<file path="src/mrw_pkg.sv">
// Package with shared widths and control structs for the witness test.
package mrw_pkg;
  localparam int WIDTH = 31;
  localparam int CNT_W = $clog2(WIDTH + 1);

  typedef logic [WIDTH-1:0] word_t;

  // Request to the shared modular multiplier.
  typedef struct packed {
    logic  start;
    word_t a;
    word_t b;
    word_t n;
  } mul_req_t;

  typedef struct packed {
    logic  done;
    word_t p;
  } mul_rsp_t;
endpackage

</file>
<file path="src/miller_rabin_witness_test_top.sv">
// Top level of the Miller-Rabin witness test: sequencer around a shared modular multiplier.
//
//   Channel | Ports                                   | Direction
//   in      | in_valid/in_ready, candidate/base/last  | into block
//   out     | out_valid/out_ready, is_witness/...     | out of block
//
// One transaction splits n-1, reduces the base, then runs the modular products, with
// at most 2*WIDTH-2 products when n-1 is twice an all-ones odd part.
// A candidate below 3 skips straight to the result.
// The shared shift-subtract multiplier folds in one bit per cycle.
// Reset clears the sequencer and the sticky composite flag.
// The block accepts no input while a transaction is in work or its result waits.
module miller_rabin_witness_test_top (
  input  logic        clk,
  input  logic        rst_n,
  input  logic        in_valid,
  output logic        in_ready,
  input  logic [30:0] in_candidate,
  input  logic [30:0] in_base,
  input  logic        in_last_base,
  output logic        out_valid,
  input  logic        out_ready,
  output logic        out_is_witness,
  output logic        out_composite,
  output logic        out_run_done
);
  localparam logic [3:0] S_IDLE = 4'd0;
  localparam logic [3:0] S_SPLIT = 4'd1;
  localparam logic [3:0] S_RED  = 4'd2;
  localparam logic [3:0] S_PMUL = 4'd3;
  localparam logic [3:0] S_PSQ  = 4'd4;
  localparam logic [3:0] S_CHK  = 4'd5;
  localparam logic [3:0] S_SQ   = 4'd6;
  localparam logic [3:0] S_SQW  = 4'd7;
  localparam logic [3:0] S_OUT  = 4'd8;
  localparam logic [3:0] S_PW   = 4'd9;

  localparam int W = mrw_pkg::WIDTH;

  logic [3:0] st_r, st_nxt;
  mrw_pkg::word_t n_r, n_nxt, a_r, a_nxt, u_r, u_nxt, x_r, x_nxt, sq_r, sq_nxt;
  logic [mrw_pkg::CNT_W-1:0] t_r, t_nxt, i_r, i_nxt;
  logic last_r, last_nxt, wit_r, wit_nxt, seen_r, seen_nxt;
  logic mulsq_r, mulsq_nxt;
  mrw_pkg::mul_req_t req;
  mrw_pkg::mul_rsp_t rsp;
  mrw_pkg::word_t nm1;

  mrw_modmul u_mul (.clk(clk), .rst_n(rst_n), .req(req), .rsp(rsp));

  assign nm1 = n_r - 1'b1;
  assign in_ready = (st_r == S_IDLE);
  assign out_valid = (st_r == S_OUT);
  assign out_is_witness = wit_r;
  assign out_composite = seen_r | wit_r;
  assign out_run_done = last_r;

  always_comb begin
    st_nxt = st_r; n_nxt = n_r; a_nxt = a_r; u_nxt = u_r; x_nxt = x_r;
    sq_nxt = sq_r; t_nxt = t_r; i_nxt = i_r; last_nxt = last_r;
    wit_nxt = wit_r; seen_nxt = seen_r; mulsq_nxt = mulsq_r;
    req.start = 1'b0; req.a = '0; req.b = '0; req.n = n_r;
    case (st_r)
      S_IDLE: begin
        if (in_valid) begin
          n_nxt = in_candidate[W-1:0];
          a_nxt = in_base[W-1:0];
          last_nxt = in_last_base;
          u_nxt = in_candidate[W-1:0] - 1'b1;
          t_nxt = '0;
          wit_nxt = 1'b0;
          st_nxt = (in_candidate[W-1:0] < mrw_pkg::word_t'(3)) ? S_OUT : S_SPLIT;
        end
      end
      S_SPLIT: begin
        if (!u_r[0] && t_r < mrw_pkg::CNT_W'(W)) begin
          u_nxt = u_r >> 1;
          t_nxt = t_r + 1'b1;
        end else begin
          // a mod n as 1*a mod n keeps every reduction in the shared unit; the
          // unit folds in one bit of its second operand per cycle, so any
          // WIDTH-bit base is reduced in full there.
          req.start = 1'b1; req.a = mrw_pkg::word_t'(1); req.b = a_r;
          st_nxt = S_RED;
        end
      end
      S_RED: if (rsp.done) begin
        sq_nxt = rsp.p;
        x_nxt = mrw_pkg::word_t'(1);
        st_nxt = S_PW;
      end
      S_PW: begin
        if (u_r == '0) begin
          st_nxt = S_CHK;
        end else if (u_r[0] && !mulsq_r) begin
          req.start = 1'b1; req.a = x_r; req.b = sq_r;
          st_nxt = S_PMUL;
        end else begin
          req.start = 1'b1; req.a = sq_r; req.b = sq_r;
          st_nxt = S_PSQ;
        end
      end
      S_PMUL: if (rsp.done) begin
        x_nxt = rsp.p; mulsq_nxt = 1'b1; st_nxt = S_PW;
      end
      S_PSQ: if (rsp.done) begin
        sq_nxt = rsp.p; mulsq_nxt = 1'b0; u_nxt = u_r >> 1; st_nxt = S_PW;
      end
      S_CHK: begin
        i_nxt = mrw_pkg::CNT_W'(1);
        if (x_r == mrw_pkg::word_t'(1) || x_r == nm1) begin
          wit_nxt = 1'b0; st_nxt = S_OUT;
        end else begin
          st_nxt = S_SQ;
        end
      end
      S_SQ: begin
        if (i_r < t_r) begin
          req.start = 1'b1; req.a = x_r; req.b = x_r;
          st_nxt = S_SQW;
        end else begin
          wit_nxt = 1'b1; st_nxt = S_OUT;
        end
      end
      S_SQW: if (rsp.done) begin
        x_nxt = rsp.p;
        i_nxt = i_r + 1'b1;
        if (rsp.p == nm1) begin
          wit_nxt = 1'b0; st_nxt = S_OUT;
        end else begin
          st_nxt = S_SQ;
        end
      end
      S_OUT: if (out_ready) begin
        seen_nxt = last_r ? 1'b0 : (seen_r | wit_r);
        st_nxt = S_IDLE;
      end
      default: st_nxt = S_IDLE;
    endcase
  end

  always_ff @(posedge clk) begin
    if (!rst_n) begin
      st_r <= S_IDLE;
      seen_r <= 1'b0;
      mulsq_r <= 1'b0;
    end else begin
      st_r <= st_nxt;
      seen_r <= seen_nxt;
      mulsq_r <= mulsq_nxt;
    end
    n_r <= n_nxt; a_r <= a_nxt; u_r <= u_nxt; x_r <= x_nxt; sq_r <= sq_nxt;
    t_r <= t_nxt; i_r <= i_nxt; last_r <= last_nxt; wit_r <= wit_nxt;
  end

  // A new transaction is never taken while a result is pending.
  a_excl: assert property (@(posedge clk) disable iff (!rst_n)
    !(in_ready && out_valid)) else $error("ready and valid overlap");
  // The multiplier is started only on a move into a sequencer state that waits on it.
  a_start: assert property (@(posedge clk) disable iff (!rst_n)
    req.start |=> (st_r == S_RED || st_r == S_PMUL || st_r == S_PSQ || st_r == S_SQW))
    else $error("multiplier started without a waiting state");
  // The sticky flag clears after the last base is delivered.
  a_clr: assert property (@(posedge clk) disable iff (!rst_n)
    (out_valid && out_ready && out_run_done) |=> !seen_r)
    else $error("composite flag not cleared");
endmodule

</file>
<file path="src/mrw_modmul.sv">
// Interleaved shift-subtract modular multiplier, one bit of b per cycle.
module mrw_modmul (
  input  logic              clk,
  input  logic              rst_n,
  input  mrw_pkg::mul_req_t req,
  output mrw_pkg::mul_rsp_t rsp
);
  logic                    busy_r, busy_nxt;
  logic [mrw_pkg::CNT_W-1:0] cnt_r, cnt_nxt;
  mrw_pkg::word_t          a_r, a_nxt, b_r, b_nxt, n_r, n_nxt;
  logic [mrw_pkg::WIDTH:0] r_r, r_nxt;
  logic                    done_r, done_nxt;
  logic [mrw_pkg::WIDTH+1:0] sh, s1, ad, s2;

  always_comb begin
    busy_nxt = busy_r;
    cnt_nxt  = cnt_r;
    a_nxt    = a_r;
    b_nxt    = b_r;
    n_nxt    = n_r;
    r_nxt    = r_r;
    done_nxt = 1'b0;
    sh = {r_r, 1'b0};
    s1 = (sh >= {2'b00, n_r}) ? sh - {2'b00, n_r} : sh;
    ad = b_r[mrw_pkg::WIDTH-1] ? s1 + {2'b00, a_r} : s1;
    s2 = (ad >= {2'b00, n_r}) ? ad - {2'b00, n_r} : ad;
    if (req.start) begin
      busy_nxt = 1'b1;
      cnt_nxt  = mrw_pkg::CNT_W'(mrw_pkg::WIDTH);
      a_nxt    = req.a;
      b_nxt    = req.b;
      n_nxt    = req.n;
      r_nxt    = '0;
    end else if (busy_r) begin
      r_nxt   = s2[mrw_pkg::WIDTH:0];
      b_nxt   = {b_r[mrw_pkg::WIDTH-2:0], 1'b0};
      cnt_nxt = cnt_r - 1'b1;
      if (cnt_r == mrw_pkg::CNT_W'(1)) begin
        busy_nxt = 1'b0;
        done_nxt = 1'b1;
      end
    end
  end

  always_ff @(posedge clk) begin
    if (!rst_n) begin
      busy_r <= 1'b0;
      done_r <= 1'b0;
      cnt_r  <= '0;
    end else begin
      busy_r <= busy_nxt;
      done_r <= done_nxt;
      cnt_r  <= cnt_nxt;
    end
    a_r <= a_nxt;
    b_r <= b_nxt;
    n_r <= n_nxt;
    r_r <= r_nxt;
  end

  assign rsp.done = done_r;
  assign rsp.p    = r_r[mrw_pkg::WIDTH-1:0];
endmodule
</file>
<file path="config.mk">
export PLATFORM = sky130hd
export DESIGN_NAME = miller_rabin_witness_test_top
export DESIGN_NICKNAME = d
export VERILOG_FILES = /design/src/mrw_pkg.sv /design/src/miller_rabin_witness_test_top.sv /design/src/mrw_modmul.sv
export SDC_FILE = /design/constraint.sdc
export NUM_CORES = 1
export LEC_CHECK = 0
export ABC_CLOCK_PERIOD_IN_PS = 10300
export BUFFER_PORTS_ARGS = -buffer_cell sky130_fd_sc_hd__buf_4
export CORE_UTILIZATION = 30
export DETAILED_ROUTE_END_ITERATION = 10
export PLACE_DENSITY = 0.5
export SLEW_MARGIN = 20
export SYNTH_ARGS = -nofsm -noshare
export SYNTH_HDL_FRONTEND = slang
export SYNTH_SLANG_ARGS = --single-unit
</file>
<file path="constraint.sdc">
create_clock -name clk -period 10.3 [get_ports clk]
set_clock_uncertainty 0.1 [all_clocks]
set_input_delay 3.09 -clock clk [delete_from_list [all_inputs] [get_ports clk]]
set_output_delay 3.09 -clock clk [all_outputs]
set_load 0.005 [all_outputs]
</file>
==> flow_metrics.env <==
export IMPL_holdCritStartpoint="seen_r$_SDFFE_PN0P_"
export IMPL_grt_pass1_vias=15850
export IMPL_area_growth_pct=13.27
export IMPL_critPathMaxFanout=30
export IMPL_dieArea_um2=68050
export IMPL_r2r_start="u_mul.n_r[5]$_DFFE_PP_"
export IMPL_grt_antenna_before_repair=1
export IMPL_layout_commonest_cell="edfxtp_1"
export IMPL_drt_total_wl_um=66140
export IMPL_ctsResizeCount=0
export IMPL_tns_ps=0
export IMPL_reg2reg_setup_slack_ps=1580
export IMPL_viasPerCell=5.456
export IMPL_cts_inserted_buffers=38
export IMPL_end_kind="flip-flop"
export IMPL_syn_area_um2=20100
export IMPL_antennaDiodeCount=0
export IMPL_gp_congestion=0.9447
export IMPL_tritoncts="done"
export IMPL_syn_inst=2072
export IMPL_drv_slew=0
export IMPL_outcome="finished clean"
export IMPL_finalNetCount=2278
export IMPL_start_util_pct=30.47
export IMPL_grt_usage_pct=19.44
export IMPL_die_x_um=260.9
export IMPL_vias=16350
export IMPL_htreeDepth=2
export IMPL_ys_seq_area_share_pct=43.32
export IMPL_drt_iter0_markers=1212
export IMPL_clock_sinks=305
export IMPL_postCtsHoldBufs=0
export IMPL_ys_ff_latch=305
export IMPL_setup_slack_ps=1584
export IMPL_setup_viol=0
export IMPL_drv_cap=0
export IMPL_final_cell_mix="260 x edfxtp_1, 173 x a21oi_1, 169 x nand2_1, 158 x o21ai_0, 140 x nor2_1"
export IMPL_hold_depth=2
export IMPL_period_needed_ps=8716
export IMPL_wl_per_cell_um=22.07
export IMPL_cts_setup_buffers=0
export IMPL_grt_pass1_wl_um=99750
export IMPL_clk_latency_ps=560
export IMPL_grt_overflow=0
export IMPL_arrival_ps=9020
export IMPL_synth_ff_type="edfxtp_1"
export IMPL_drive_above_1_share_pct=9.615
export IMPL_rr_worst_depth=29
export IMPL_postSynthAreaPerCell_um2=9.703
export IMPL_critPathKind="reg -> reg"
export IMPL_max_stage_delay_ps=570
export IMPL_hold_viol=0
export IMPL_synth_edf_count=260
export IMPL_ys_types=87
export IMPL_cts_root_buffer="clkbuf_16"
export IMPL_r2r_end="u_mul.r_r[12]$_SDFFE_PP0P_"
export IMPL_path_clk_slew_ps=60
export IMPL_hpwl_um=50120
export IMPL_drc=0
export IMPL_fmax_mhz=114.7
export IMPL_cp_required_ps=10600
export IMPL_postSynth_asyncResetShare_pct=0
export IMPL_min_to="seen_r$_SDFFE_PN0P_"
export IMPL_pre_cts_slack_ps=1689
export IMPL_worst_pin_slew_ps=1164
export IMPL_start_kind="flip-flop"
export IMPL_ant_nets=0
export IMPL_syn_nets=2245
export IMPL_cp_slowest_cell="nand2_2"
export IMPL_portBuffers=71
export IMPL_die_y_um=260.9
export IMPL_coreArea_um2=65980
export IMPL_slew_headroom_pct=21.31
export IMPL_ios=72
export IMPL_grt_max_degree=66
export IMPL_ys_warnings_count=0
export IMPL_core_rowCount=94
export IMPL_grt_setup_unrepaired="false"
export IMPL_min_path_type="reg -> reg"
export IMPL_fin_crit_sh_pct=84.62
export IMPL_drtPass1Iterations=5
export IMPL_fin_util_pct=34.51
export IMPL_clockBufferDepth=3
logic make-up after synthesis:
group                    Yosys count  synth area share [%]
AO/OA/AOI/OAI                    595                 18.50
AND/OR/NAND/NOR                  639                 16.19
flip-flops                       305                 43.32
multiplexers                      42                 2.172
buffers and inverters            182                 3.498
XOR/XNOR                         203                 9.609
adder cells (fa/ha/maj)          106                 6.709
layout make-up:
cell class	instances	area, um^2
clock buffers	46	1002
fillers	6598	43210
well taps	864	1081
inverters	75	284.0
flip-flops and latches	305	8710
repair buffers	100	750.7
clock inverters	21	197.7
multi-input cells	1585	10750
worst max path at each step:
stage                       startpoint                    endpoint  slack (ps)  depth (start not counted)
5_1_grt        u_mul.n_r[29]$_DFFE_PP_  u_mul.r_r[26]$_SDFFE_PP0P_         800                         30
3_5_place_dp    u_mul.n_r[5]$_DFFE_PP_  u_mul.r_r[12]$_SDFFE_PP0P_        1690                         29
6_report        u_mul.n_r[5]$_DFFE_PP_  u_mul.r_r[12]$_SDFFE_PP0P_        1580                         29
3_3_place_gp   u_mul.n_r[29]$_DFFE_PP_  u_mul.r_r[12]$_SDFFE_PP0P_        1740                         30
2_1_floorplan   u_mul.n_r[1]$_DFFE_PP_  u_mul.r_r[12]$_SDFFE_PP0P_        3060                         31
4_1_cts        u_mul.n_r[29]$_DFFE_PP_  u_mul.r_r[12]$_SDFFE_PP0P_        1660                         30
synth_stat cells (all sizes together), types with 45 or more instances:
cell type / instances / area share, %
edfxtp: 260 / 39
a21oi: 174 / 4.4
nand2: 171 / 3.2
o21ai: 159 / 4.0
nor2: 142 / 2.7
xnor2: 126 / 5.5
ha: 103 / 6.4
clkbuf: 90 / 1.7
inv: 75 / 1.4
xor2: 66 / 2.9
and3: 54 / 1.7
a31oi: 48 / 1.5
dfxtp: 45 / 4.5
sequential cells by signal (all words and copies together), names as in the netlist:
signal and cells:
a_r 31, i_r 5, mulsq_r 1, n_r 31, out_is_witness 1, out_run_done 1, seen_r 1, sq_r 31
st_r 4, t_r 5, u_mul.a_r 31, u_mul.b_r 31, u_mul.busy_r 1, u_mul.cnt_r 5, u_mul.done_r 1, u_mul.n_r 31
u_mul.r_r 32, u_r 31, x_r 31
worst max-delay path: cells and delay by family (launching register included):
kind | cells | cell delay [ps]
xor gates and xnor gates | 1 | 180
DFF | 1 | 330
adders and majority gates | 3 | 1170
AOI/OAI and AO/OA | 19 | 5470
buffers and inverters | 2 | 190
and+or+nand+nor | 4 | 1100
metrics by stage:
step,instances,area [um^2],hold WS (ps)
after global routing,2996,22770,432.6
final,2996,22770,371.1
after detailed placement,2929,21570,353.4
after global placement,2929,21570,345.4
after floorplan,2072,20100,306.4
after CTS,2996,22770,367.6
routing by layer:
layer	GRT usage, %	part of all wire [%]	up-vias
met5	0	0	-
met2	29.30	43	522
met3	2.321	5.2	116
met4	8.821	4.6	0
li1	-	-	7829
met1	27.67	47	7880
Power is not shown: default switching activity piles up to over one toggle a cycle in this logic, so the estimate is an artifact.
